[config.mk]
export PLATFORM = sky130hd
export DESIGN_NAME = positional_insert_delete_list_flat
export DESIGN_NICKNAME = d
export VERILOG_FILES = /design/src/hw/rtl/pidl_pkg.sv /design/src/hw/rtl/pidl_if.sv /design/src/hw/rtl/pidl_cell.sv /design/src/hw/rtl/pidl_chain.sv /design/src/hw/rtl/positional_insert_delete_list.sv /design/src/flat_wrapper.sv
export SDC_FILE = /design/constraint.sdc
export NUM_CORES = 1
export LEC_CHECK = 0
export ABC_AREA = 1
export ABC_CLOCK_PERIOD_IN_PS = 11100
export BUFFER_PORTS_ARGS = -buffer_cell sky130_fd_sc_hd__buf_2
export CORE_ASPECT_RATIO = 2
export CORE_MARGIN = 2
export CORE_UTILIZATION = 45
export CTS_BUF_LIST = sky130_fd_sc_hd__clkbuf_4
export DETAILED_ROUTE_END_ITERATION = 7
export PLACE_DENSITY_LB_ADDON = 0.15
export SYNTH_ARGS = -nofsm -noshare
export SYNTH_HDL_FRONTEND = slang
export SYNTH_HIERARCHICAL = 1
export SYNTH_SLANG_ARGS = --single-unit
[constraint.sdc]
create_clock -name clk -period 11.1 [get_ports clk]
set_clock_uncertainty 0.05 [all_clocks]
set_input_delay 2.22 -clock clk [delete_from_list [all_inputs] [get_ports clk]]
set_output_delay 2.22 -clock clk [all_outputs]
set_load 0.05 [all_outputs]
[src/hw/rtl/pidl_pkg.sv]
`timescale 1ns / 1ps
// ----------------------------------------------------------------------------
// pidl_pkg
// Types and constants shared by the positional insert/delete list.
// ----------------------------------------------------------------------------
package pidl_pkg;

  localparam int OP_W  = 2;
  localparam int POS_W = 4;
  localparam int CNT_W = 5;
  localparam int DW    = 32;
  localparam int ST_W  = 2;

  localparam logic [CNT_W-1:0] CAP_RESET = CNT_W'(16);

  typedef enum logic [OP_W-1:0] {
    OP_INSERT = 2'd0,
    OP_GET    = 2'd1,
    OP_DELETE = 2'd2,
    OP_CLEAR  = 2'd3
  } opcode_t;

  typedef enum logic [ST_W-1:0] {
    ST_OK            = 2'd0,
    ST_FULL          = 2'd1,
    ST_BEYOND_CAP    = 2'd2,
    ST_NOT_BELOW_LEN = 2'd3
  } status_t;

  typedef enum logic [1:0] {
    SH_NONE,
    SH_INSERT,
    SH_DELETE
  } shift_t;

  typedef struct packed {
    shift_t           kind;
    logic [CNT_W-1:0] pos;
    logic [CNT_W-1:0] cnt;
  } cmd_t;

endpackage

[src/hw/rtl/pidl_if.sv]
`timescale 1ns / 1ps
// ----------------------------------------------------------------------------
// pidl_if
// Valid/ready channels of the list: operation in, result out, capacity write.
// ----------------------------------------------------------------------------
interface pidl_in_if;
  logic                     valid;
  logic                     ready;
  logic [pidl_pkg::OP_W-1:0]  opcode;
  logic [pidl_pkg::POS_W-1:0] position;
  logic [pidl_pkg::DW-1:0]    data_word;

  modport source (output valid, opcode, position, data_word, input ready);
  modport sink   (input valid, opcode, position, data_word, output ready);
endinterface

interface pidl_out_if;
  logic                     valid;
  logic                     ready;
  logic [pidl_pkg::ST_W-1:0]  status;
  logic [pidl_pkg::DW-1:0]    read_word;
  logic [pidl_pkg::CNT_W-1:0] list_length;

  modport source (output valid, status, read_word, list_length, input ready);
  modport sink   (input valid, status, read_word, list_length, output ready);
endinterface

interface pidl_cfg_if;
  logic                     valid;
  logic                     ready;
  logic [pidl_pkg::CNT_W-1:0] data;

  modport source (output valid, data, input ready);
  modport sink   (input valid, data, output ready);
endinterface

[src/hw/rtl/pidl_cell.sv]
`timescale 1ns / 1ps
// ----------------------------------------------------------------------------
// pidl_cell
// One list entry: holds, loads the new word, or takes a neighbor's word.
// ----------------------------------------------------------------------------
module pidl_cell #(
  parameter int WORD_WIDTH = 32,
  parameter int IDX        = 0
) (
  input  logic                  clk,
  input  pidl_pkg::cmd_t        cmd,
  input  logic [WORD_WIDTH-1:0] new_word,
  input  logic [WORD_WIDTH-1:0] left_word,
  input  logic [WORD_WIDTH-1:0] right_word,
  output logic [WORD_WIDTH-1:0] word_r
);
  import pidl_pkg::*;

  // count never exceeds 31, so cells from index 31 up never hold an entry
  localparam bit               LIVE = (IDX < 31);
  localparam logic [CNT_W-1:0] IDX5 = CNT_W'(LIVE ? IDX : 0);

  logic [WORD_WIDTH-1:0] word_nxt;

  always_comb begin
    word_nxt = word_r;
    unique case (cmd.kind)
      SH_INSERT: begin
        if (LIVE && IDX5 == cmd.pos) begin
          word_nxt = new_word;
        end else if (LIVE && IDX5 > cmd.pos && IDX5 <= cmd.cnt) begin
          word_nxt = left_word;
        end
      end
      SH_DELETE: begin
        if (LIVE && IDX5 >= cmd.pos && (IDX5 + CNT_W'(1)) < cmd.cnt) begin
          word_nxt = right_word;
        end
      end
      default: word_nxt = word_r;
    endcase
  end

  always_ff @(posedge clk) begin
    word_r <= word_nxt;
  end

endmodule

[src/hw/rtl/pidl_chain.sv]
`timescale 1ns / 1ps
// ----------------------------------------------------------------------------
// pidl_chain
// Row of entry cells with neighbor links and a read tap at the position.
// ----------------------------------------------------------------------------
module pidl_chain #(
  parameter int DEPTH      = 16,
  parameter int WORD_WIDTH = 32
) (
  input  logic                         clk,
  input  pidl_pkg::cmd_t               cmd,
  input  logic [WORD_WIDTH-1:0]        new_word,
  input  logic [pidl_pkg::POS_W-1:0]   rd_pos,
  output logic [WORD_WIDTH-1:0]        rd_word
);
  import pidl_pkg::*;

  localparam int TAPS = 1 << POS_W;

  logic [WORD_WIDTH-1:0] word_q [DEPTH];
  logic [WORD_WIDTH-1:0] left_q [DEPTH];
  logic [WORD_WIDTH-1:0] right_q[DEPTH];
  logic [WORD_WIDTH-1:0] tap    [TAPS];

  for (genvar i = 0; i < DEPTH; i++) begin : g_cell
    if (i == 0) begin : g_first
      assign left_q[i] = '0;
    end else begin : g_mid_l
      assign left_q[i] = word_q[i-1];
    end
    if (i == DEPTH - 1) begin : g_last
      assign right_q[i] = '0;
    end else begin : g_mid_r
      assign right_q[i] = word_q[i+1];
    end

    pidl_cell #(
      .WORD_WIDTH (WORD_WIDTH),
      .IDX        (i)
    ) u_cell (
      .clk        (clk),
      .cmd        (cmd),
      .new_word   (new_word),
      .left_word  (left_q[i]),
      .right_word (right_q[i]),
      .word_r     (word_q[i])
    );
  end

  for (genvar t = 0; t < TAPS; t++) begin : g_tap
    if (t < DEPTH) begin : g_on
      assign tap[t] = word_q[t];
    end else begin : g_off
      assign tap[t] = '0;
    end
  end

  assign rd_word = tap[rd_pos];

endmodule

[src/hw/rtl/positional_insert_delete_list.sv]
`timescale 1ns / 1ps
// ----------------------------------------------------------------------------
// positional_insert_delete_list
// Ordered word list with insert, get, delete and clear at a list position.
// ----------------------------------------------------------------------------
// Every transaction on in_ch gives exactly one result transaction on out_ch.
// At the accepting edge the row of entry cells shifts the entries from the
// position on up or down together, and the result sits in an output register
// the following cycle. A new operation is accepted whenever that register is
// empty or being drained, so one operation per cycle is sustained while out_ch
// is ready. Capacity is written on cfg_ch (ready whenever out of reset) only
// while the list is idle; the user must ensure this, the block does not.
// Capacity used is min(written, DEPTH, 31); in_ch, cfg_ch never ready in reset.
// ----------------------------------------------------------------------------
module positional_insert_delete_list #(
  parameter int DEPTH      = 16,
  parameter int WORD_WIDTH = 32
) (
  input  logic       clk,
  input  logic       rst_n,
  pidl_in_if.sink    in_ch,
  pidl_out_if.source out_ch,
  pidl_cfg_if.sink   cfg_ch
);
  import pidl_pkg::*;

  localparam int               CAP_LIM_I = (DEPTH < 31) ? DEPTH : 31;
  localparam logic [CNT_W-1:0] CAP_LIM   = CNT_W'(CAP_LIM_I);

  logic [CNT_W-1:0] capacity_r;
  logic [CNT_W-1:0] count_r, count_nxt;
  logic             out_valid_r;
  status_t          status_r, status_nxt;
  logic [DW-1:0]    read_word_r, read_word_nxt;

  logic             accept;
  logic [CNT_W-1:0] eff_cap;
  logic [CNT_W-1:0] pos5;
  opcode_t          op;
  cmd_t             cmd;
  logic             shift_en;
  shift_t           shift_kind;
  logic [CNT_W-1:0] shift_pos;
  logic             rd_en;
  logic [63:0]      wr64;
  logic [63:0]      rd64;
  logic [WORD_WIDTH-1:0] wr_word;
  logic [WORD_WIDTH-1:0] rd_word;

  assign in_ch.ready  = rst_n && (!out_valid_r || out_ch.ready);
  assign cfg_ch.ready = rst_n;
  assign accept       = in_ch.valid && in_ch.ready;

  assign eff_cap = (capacity_r > CAP_LIM) ? CAP_LIM : capacity_r;
  assign pos5    = {1'b0, in_ch.position};
  assign op      = opcode_t'(in_ch.opcode);

  always_comb begin
    status_nxt = ST_OK;
    count_nxt  = count_r;
    shift_kind = SH_NONE;
    shift_pos  = pos5;
    rd_en      = 1'b0;
    unique case (op)
      OP_INSERT: begin
        if (count_r >= eff_cap) begin
          status_nxt = ST_FULL;
        end else if (pos5 >= eff_cap) begin
          status_nxt = ST_BEYOND_CAP;
        end else begin
          shift_kind = SH_INSERT;
          shift_pos  = (pos5 > count_r) ? count_r : pos5;
          count_nxt  = count_r + CNT_W'(1);
        end
      end
      OP_GET: begin
        if (pos5 >= count_r) begin
          status_nxt = ST_NOT_BELOW_LEN;
        end else begin
          rd_en = 1'b1;
        end
      end
      OP_DELETE: begin
        if (pos5 >= count_r) begin
          status_nxt = ST_NOT_BELOW_LEN;
        end else begin
          rd_en      = 1'b1;
          shift_kind = SH_DELETE;
          count_nxt  = count_r - CNT_W'(1);
        end
      end
      OP_CLEAR: begin
        count_nxt = '0;
      end
      default: status_nxt = ST_OK;
    endcase
  end

  assign shift_en = accept && (shift_kind != SH_NONE);
  assign cmd.kind = shift_en ? shift_kind : SH_NONE;
  assign cmd.pos  = shift_pos;
  assign cmd.cnt  = count_r;

  assign wr64    = 64'(in_ch.data_word);
  assign wr_word = wr64[WORD_WIDTH-1:0];

  pidl_chain #(
    .DEPTH      (DEPTH),
    .WORD_WIDTH (WORD_WIDTH)
  ) u_chain (
    .clk      (clk),
    .cmd      (cmd),
    .new_word (wr_word),
    .rd_pos   (in_ch.position),
    .rd_word  (rd_word)
  );

  assign rd64          = 64'(rd_word);
  assign read_word_nxt = rd_en ? rd64[DW-1:0] : '0;

  always_ff @(posedge clk) begin
    if (!rst_n) begin
      capacity_r  <= CAP_RESET;
      count_r     <= '0;
      out_valid_r <= 1'b0;
    end else begin
      if (cfg_ch.valid) begin
        capacity_r <= cfg_ch.data;
      end
      if (accept) begin
        count_r     <= count_nxt;
        out_valid_r <= 1'b1;
      end else if (out_ch.ready) begin
        out_valid_r <= 1'b0;
      end
    end
  end

  always_ff @(posedge clk) begin
    if (accept) begin
      status_r    <= status_nxt;
      read_word_r <= read_word_nxt;
    end
  end

  assign out_ch.valid       = out_valid_r;
  assign out_ch.status      = status_r;
  assign out_ch.read_word   = read_word_r;
  assign out_ch.list_length = count_r;

endmodule
[src/flat_wrapper.sv]
// flat-port wrapper written by rule: the top's interface ports become plain ports
module positional_insert_delete_list_flat import pidl_pkg::*;
#(
  parameter int DEPTH      = 16,
  parameter int WORD_WIDTH = 32
)
  (clk, rst_n, in_ch_valid, in_ch_opcode, in_ch_position, in_ch_data_word, in_ch_ready, out_ch_valid, out_ch_status, out_ch_read_word, out_ch_list_length, out_ch_ready, cfg_ch_valid, cfg_ch_data, cfg_ch_ready);
  pidl_in_if in_ch_i ();
  pidl_out_if out_ch_i ();
  pidl_cfg_if cfg_ch_i ();
  input  logic clk;
  input  logic rst_n;
  input wire logic [$bits(in_ch_i.valid)-1:0] in_ch_valid;
  input wire logic [$bits(in_ch_i.opcode)-1:0] in_ch_opcode;
  input wire logic [$bits(in_ch_i.position)-1:0] in_ch_position;
  input wire logic [$bits(in_ch_i.data_word)-1:0] in_ch_data_word;
  output wire logic [$bits(in_ch_i.ready)-1:0] in_ch_ready;
  output wire logic [$bits(out_ch_i.valid)-1:0] out_ch_valid;
  output wire logic [$bits(out_ch_i.status)-1:0] out_ch_status;
  output wire logic [$bits(out_ch_i.read_word)-1:0] out_ch_read_word;
  output wire logic [$bits(out_ch_i.list_length)-1:0] out_ch_list_length;
  input wire logic [$bits(out_ch_i.ready)-1:0] out_ch_ready;
  input wire logic [$bits(cfg_ch_i.valid)-1:0] cfg_ch_valid;
  input wire logic [$bits(cfg_ch_i.data)-1:0] cfg_ch_data;
  output wire logic [$bits(cfg_ch_i.ready)-1:0] cfg_ch_ready;
  assign in_ch_i.valid = in_ch_valid;
  assign in_ch_i.opcode = in_ch_opcode;
  assign in_ch_i.position = in_ch_position;
  assign in_ch_i.data_word = in_ch_data_word;
  assign in_ch_ready = in_ch_i.ready;
  assign out_ch_valid = out_ch_i.valid;
  assign out_ch_status = out_ch_i.status;
  assign out_ch_read_word = out_ch_i.read_word;
  assign out_ch_list_length = out_ch_i.list_length;
  assign out_ch_i.ready = out_ch_ready;
  assign cfg_ch_i.valid = cfg_ch_valid;
  assign cfg_ch_i.data = cfg_ch_data;
  assign cfg_ch_ready = cfg_ch_i.ready;
  positional_insert_delete_list #(.DEPTH(DEPTH), .WORD_WIDTH(WORD_WIDTH)) u_core (.clk(clk), .rst_n(rst_n), .in_ch(in_ch_i), .out_ch(out_ch_i), .cfg_ch(cfg_ch_i));
endmodule
==> results of run 1 <==
==> metal layers <==
layer  global-route usage, %  wire length (um)  vias up
li1                        -                 -    20100
met1                    29.1             50700    17800
met2                    54.8             76400     1182
met3                    4.33              6890      377
met4                    15.0              6690        0
met5                       0                 0        -
==> registers in the layout, summed over array words and instances, names as in the netlist <==
register,count
u_core/capacity_r,5
u_core/out_ch.list_length,5
u_core/out_ch.read_word,32
u_core/out_ch.status,2
u_core/out_ch.valid,1
u_core/u_chain/g_cell.u_cell/word_r,512
==> power breakdown <==
| part | internal (mW) | switching [mW] | leakage [nW] | total [mW] |
|---|---|---|---|---|
| Clock | 0.972 | 0.953 | 1.11 | 1.93 |
| Combinational | 0.188 | 0.614 | 18.8 | 0.802 |
| Sequential | 2.32 | 0.00963 | 5.02 | 2.33 |
| Total | 3.48 | 1.58 | 24.9 | 5.06 |
==> synthesized netlist by cell type, drive strengths merged <==
cell    instances  area share (%)
nor3            8            0.14
or2             7            0.10
bufinv          1           0.040
nand4         324             4.7
inv          1526              13
dfxtp          11            0.51
nand3b         35            0.61
o21bai          1           0.017
a21boi          2           0.043
edfxtp        546              38
ha             20            0.58
fa              1           0.046
nor4            1           0.014
and2            1           0.020
a21oi          20            0.26
nand2        2401              21
o21ai          17            0.20
clkinv          1           0.020
xor2            3           0.061
clkbuf         55            0.55
conb            2           0.017
nor2          117             1.6
nand3        1063              13
buf           331             5.2
o211ai          1           0.017
==> cell usage in the layout (no fill, tap or decap), types with 11 or more instances in the layout <==
master,n
nand2_1,2330
inv_1,1495
nand3_1,1022
edfxtp_1,546
nand4_1,324
clkbuf_4,214
conb_1,88
buf_2,87
nor2_1,83
buf_4,82
nand2_2,68
nand3b_1,35
inv_2,33
nand3_2,33
clkinv_1,25
nor2_4,25
ha_1,20
a21oi_1,12
o21ai_0,12
dfxtp_1,11
==> worst max-delay path: cells and delay by family <==
family	cells	cell delay (ns)
AO/OA/AOI/OAI	2	0.25
adder cells (fa/ha/maj)	1	0.38
buffers and inverters	5	2.21
AND/OR/NAND/NOR	10	2.66
==> area by class of cell <==
type,count,area (um2),share of cell area (%)
Sequential cell,557,16600,36.3
Timing Repair Buffer,171,1090,2.38
Clock buffer,214,1610,3.51
Antenna cell,2,5.00,0.0109
Multi-Input combinational cell,4110,18900,41.3
Tap cell,1215,1520,3.32
Inverter,1528,5770,12.6
Clock inverter,38,255,0.558
==> stage by stage <==
| step | util, % | area [um2] |
|---|---|---|
| 3_3_place_gp | 46.0 | 43900 |
| 5_1_grt | 48.0 | 45700 |
| 4_1_cts | 48.0 | 45700 |
| 3_5_place_dp | 46.0 | 43900 |
| 2_1_floorplan | - | 43600 |
| 6_report | 48.0 | 45700 |
==> cells by family (layout without fill, tap and decap cells) <==
family                   after synthesis  after routing
AND/OR/NAND/NOR                     3957           3957
XOR/XNOR                               3              3
buffers and inverters               1914           1951
other                                  2             90
flip-flops                           557            557
AO/OA/AOI/OAI                         41             41
adder cells (fa/ha/maj)               21             21
==> path summary, 6_finish.rpt <==
path | start | to | slack, ns | cells after the start
worst max-delay path | in_ch_position[2] | u_core/u_chain/g_cell[15].u_cell/word_r[4]$_DFFE_PP_ | 4.04 | 18
worst min register to register | u_core/capacity_r[2]$_SDFFE_PN0P_ | u_core/capacity_r[2]$_SDFFE_PN0P_ | 0.43 | 2
worst max register to register | u_core/out_ch.list_length[1]$_SDFFE_PN0P_ | u_core/u_chain/g_cell[15].u_cell/word_r[4]$_DFFE_PP_ | 4.79 | 17
worst min-delay path | u_core/capacity_r[2]$_SDFFE_PN0P_ | u_core/capacity_r[2]$_SDFFE_PN0P_ | 0.43 | 2
==> metrics.yaml, run 1 <==
outcome: "finished clean"
critPathMaxFanout: 67
num_vias: 39400
post_drt_wl_per_cell_um: 18.0
dp_hpwl_um: 103000
p_per_area_nw_per_um2: 111
synth_area_um2: 43300
num_rows: 160
clkTransAtPathRegs_ns: 0.08
overflow: 0
cellLeakagePower_nw: 24.9
max_stage_delay_ns: 0.69
dr.pass1.iters: 6
fmax_ghz: 0.142
synthAdderAreaFrac_pct: 0.625
grt_pass1_vias: 39200
worst_setup_path_end_kind: "register"
period_needed_ns: 7.06
hold_path_class: "register to register"
drive_above_1_share_pct: 9.05
antenna_found_initial: 2
crit_type: "input pin to register"
power_mw: 5.06
cts_made_buffers: 146
preCtsSetupSlack_ns: 2.91
hold_viol_final: 0
ys_ff_latch: 557
synth_compound_area_share_pct: 0.532
setup_viol: 0
cts_setup_buffers: 0
arrival_ns: 7.80
cp_cell_sequence: "buf_2 -> buf_4 -> ha_1 -> nand2_1 -> nand2_1 -> a21boi_2 -> nand2_1 -> nand3_1 -> nand2_1 -> o21ai_4 -> buf_4 -> nand2_1 -> nor2_4 -> nand2_2 -> nand3_1 -> nand2_1 -> inv_1 -> buf_4"
slew_violations: 0
routed_wl_um: 141000
relSlewSlack_pct: 21.3
gp_congestion: 0.883
synth_warnings: 6
dieWidth_um: 223
first_iter_violations: 2684
cts_root_buf: "clkbuf_4"
insertion_delay_ns: 1.12
io_pins: 90
post-route-period-util_pct: 63.6
ys_types: 46
dieArea_um2: 98800
antenna_left: 0
layout_setup_ws_ns: 4.04
post_cts_resized: 0
syn_to_final_growth_pct: 5.68
maxCapViolCount: 0
start_util_pct: 45.4
rsz0062_at_grt: "no"
nNetsFinal: 6583
port_buffers: 89
synth_top_family_by_area: "simple AND/OR/NAND/NOR gates"
dp.cells: 7581
grt_pass1_wl_um: 219000
startpoint_type: "input pin"
clk_path_buf_depth: 3
synthMuxAreaShare_pct: 0
synthSimpleGateAreaFrac_pct: 41.3
grt_max_degree: 144
cts.sinks: 557
vdd_drop_max_mv: 0.0779
required_ns: 11.83
cp_common_cell: "nand2_1"
worst_pin_slew_ns: 1.18
crit_slowest_cell: "buf_4"
yosysSeqAreaShare_pct: 38.4
tns_ns: 0
fin_cells: 7835
synth-xor-area-share_pct: 0.0607
vias_per_cell: 5.03
postCtsHoldBufs: 0
track_usage_pct: 28.4
h-tree-depth: 4
synth_area_per_cell_um2: 6.66
synth_cells: 6495
fp.dieH_um: 443
drc: 0
cts_tree: "yes"
core_area_um2: 95300
fill_cells: 9984
hold_slack_ns: 0.430
No activity file was read; power rests on OpenSTA's default activity.
==> inputs of run 2 (changes only) <==
- ABC_AREA: 1 -> 0
- ABC_CLOCK_PERIOD_IN_PS: 11100 -> 7100
- clock period: 11.1 -> 7.1 ns (I/O delays scaled with it)
==> run 2 against run 1 <==
Compared with the run above: design area down 14%; sequential share of layout area up 5.8 points; non-clock buffer count grew 23; critical path depth fell by 6; register-to-register slack worse by 3.2 ns; total power grew 50%; critical path type is now register to register; highest routed layer is now met5.
==> metrics.yaml, run 2 <==
overflow: 0
placed_cell_area_um2: 37700
yosys.area.top_type: "edfxtp_1"
synth_area_per_cell_um2: 10.4
postCtsHoldBufs: 0
top_register: "u_core/u_chain/g_cell.u_cell/word_r"
antenna_found_initial: 4
grt_pass1_vias: 31500
fmax_ghz: 0.182
grt_max_degree: 98
synth_warnings: 6
final_common_cell: "edfxtp_1"
cts_root_buf: "clkbuf_4"
p_per_area_nw_per_um2: 192
syn_to_final_growth_pct: 7.90
outcome: "finished clean"
worst_pin_slew_ns: 1.23
r2r-start: "u_core/out_ch.list_length[0]$_SDFFE_PN0P_"
synth_area_um2: 36500
first_iter_violations: 2380
cts.sinks: 557
rsz0062_at_grt: "no"
clk_path_buf_depth: 3
port_buffers: 89
hold_slack_ns: 0.481
arrival_ns: 6.11
core_area_um2: 80400
gp_congestion: 0.871
maxCapViolCount: 0
r2r_end: "u_core/u_chain/g_cell[7].u_cell/word_r[6]$_DFFE_PP_"
power_mw: 7.58
ys.flop_type: "edfxtp_1"
crit_type: "register to register"
tns_ns: 0
top_usage_layer: "met2"
min-delay-start: "u_core/out_ch.valid$_SDFFE_PN0P_"
p_sw_share_pct: 29.9
r2r_setup_slack_ns: 1.62
combPwrFrac_pct: 14.7
period_needed_ns: 5.48
ys_types: 83
yosysMostFrequentCell: "edfxtp_1"
hold_path_depth: 2
p_int_mw: 5.32
post_drt_wl_per_cell_um: 25.5
setup_viol: 0
use_met2_pct: 52.4
gr-usage-met1_pct: 33.0
post-route-period-util_pct: 77.2
synth_cells: 3520
post_cts_resized: 0
cts_tree: "yes"
dr.pass1.iters: 8
yosysSeqAreaShare_pct: 45.5
synth_edf_count: 546
critPathMaxFanout: 33
grt_pass1_wl_um: 185000
relSlewSlack_pct: 18.2
num_vias: 30600
rr_worst_depth: 12
drive_above_1_share_pct: 22.9
final_cell_mix: "edfxtp_1, nand2_1, nor2_1"
track_usage_pct: 28.7
synth_top_area_share_pct: 44.9
hold_path_class: "register to register"
insertion_delay_ns: 1.05
required_ns: 7.73
num_rows: 147
cts_made_buffers: 144
dieArea_um2: 83600
synthArstFlopShare_pct: 0
routed_wl_um: 120000
seqPwrFrac_pct: 48.0
drc: 0
nNetsFinal: 3632
largest_reg_flops: 512
dp_hpwl_um: 84800
use_met3_pct: 4.99
cts_setup_buffers: 0
clkTransAtPathRegs_ns: 0.06
worst_setup_path_end_kind: "register"
cellLeakagePower_nw: 13.3
io_pins: 90
antenna_left: 0
vias_per_cell: 6.50
slew_violations: 0
switchingPower_mw: 2.26
dieWidth_um: 205
ys_ff_latch: 557
startpoint_type: "register"
start_util_pct: 45.4
hold_end: "u_core/out_ch.valid$_SDFFE_PN0P_"
synth_top_cells_by_count: "edfxtp_1, nand2_1, nor2_1, o211ai_1, a31oi_1"
fp.dieH_um: 407
h-tree-depth: 4
vdd_drop_max_mv: 0.124
hold_viol_final: 0
final_cell_area_um2: 39400
clock_power_share_pct: 37.2
synth_area_leaders: "edfxtp_1, mux4_2, o211ai_2, nand2_1, o211ai_1"
==> run 2: cell types whose count changed after synthesis, moves of 105 or more <==
cell / previous run / this run
inv_1: 1496 / 22
a31oi_1: 0 / 230
o211ai_1: 1 / 239
nand4_1: 324 / 64
mux4_2: 0 / 128
o211ai_2: 0 / 207
buf_2: 205 / 62
o21ai_0: 12 / 117
clkbuf_1: 50 / 218
o21ai_1: 5 / 184
nand3_1: 1022 / 104
nand2_1: 2330 / 527
nor2_1: 84 / 267
==> run 2: area by class of cell <==
type	count	area, um2
tap	1043	1310
clock buffer	209	1570
multi-input combinational	2642	18400
sequential	557	16600
antenna	4	10.0
clock inverter	31	159
timing repair buffer	194	1310
inverter	24	90.1
fill	7389	41000
==> run 2: cells by family (layout without fill, tap and decap cells) <==
logic type | count (synthesis) | after routing | synth area share [%]
AO/OA/AOI/OAI | 1232 | 1232 | 24.8
XOR/XNOR | 4 | 4 | 0.0959
adder cells (fa/ha/maj) | 21 | 21 | 0.740
buffers and inverters | 417 | 458 | 5.96
flip-flops | 557 | 557 | 45.5
multiplexers | 173 | 173 | 9.14
other | 2 | 102 | 0.0206
AND/OR/NAND/NOR | 1114 | 1114 | 13.7
==> run 2: how the worst max path moves through the flow <==
stage	endpoint	depth (start not counted)	start
global placement	u_core/u_chain/g_cell[7].u_cell/word_r[2]$_DFFE_PP_	13	in_ch_position[0]
floorplan	u_core/u_chain/g_cell[14].u_cell/word_r[0]$_DFFE_PP_	11	in_ch_position[0]
detailed placement	u_core/u_chain/g_cell[7].u_cell/word_r[2]$_DFFE_PP_	13	in_ch_position[0]
global route	u_core/u_chain/g_cell[7].u_cell/word_r[6]$_DFFE_PP_	12	u_core/out_ch.list_length[0]$_SDFFE_PN0P_
finish	u_core/u_chain/g_cell[7].u_cell/word_r[6]$_DFFE_PP_	12	u_core/out_ch.list_length[0]$_SDFFE_PN0P_
CTS	u_core/u_chain/g_cell[7].u_cell/word_r[6]$_DFFE_PP_	12	u_core/out_ch.list_length[0]$_SDFFE_PN0P_
==> run 2: power by group through the flow <==
stage,registers [mW],logic [mW],clock network [mW]
after floorplan,3.75,0.729,0
after global placement,3.71,1.07,0
after detailed placement,3.71,1.10,0
after CTS,3.64,1.10,2.91
after global routing,3.64,1.19,3.04
final,3.64,1.12,2.82
==> run 2: critical path: stages (launching register included) <==
cell and delay [ns]:
dfxtp_1 0.93, inv_1 0.23, ha_1 0.35, nor2b_1 0.11
o21ai_0 0.13, o41ai_1 0.49, nor3b_2 0.53, mux2i_4 0.87
and3_1 0.26, buf_4 0.33, nor4_1 0.14, a2111oi_4 0.28
buf_4 0.42
==> run 2: routing by layer <==
| metal | vias up | routed length [um] |
|---|---|---|
| met5 | - | 8 |
| met4 | 2 | 3580 |
| met3 | 266 | 8190 |
| met2 | 1434 | 63900 |
| met1 | 15200 | 44300 |
| li1 | 13700 | - |
==> run 2: per-stage QoR <==
| stage | cells | setup WS, ns | util [%] |
|---|---|---|---|
| 2_1_floorplan | 3616 | 0.0176 | - |
| 3_3_place_gp | 4460 | 1.26 | 46.9 |
| 3_5_place_dp | 4460 | 1.16 | 46.9 |
| 4_1_cts | 4700 | 1.60 | 49.0 |
| 5_1_grt | 4704 | 1.21 | 49.0 |
| 6_report | 4704 | 1.62 | 49.0 |
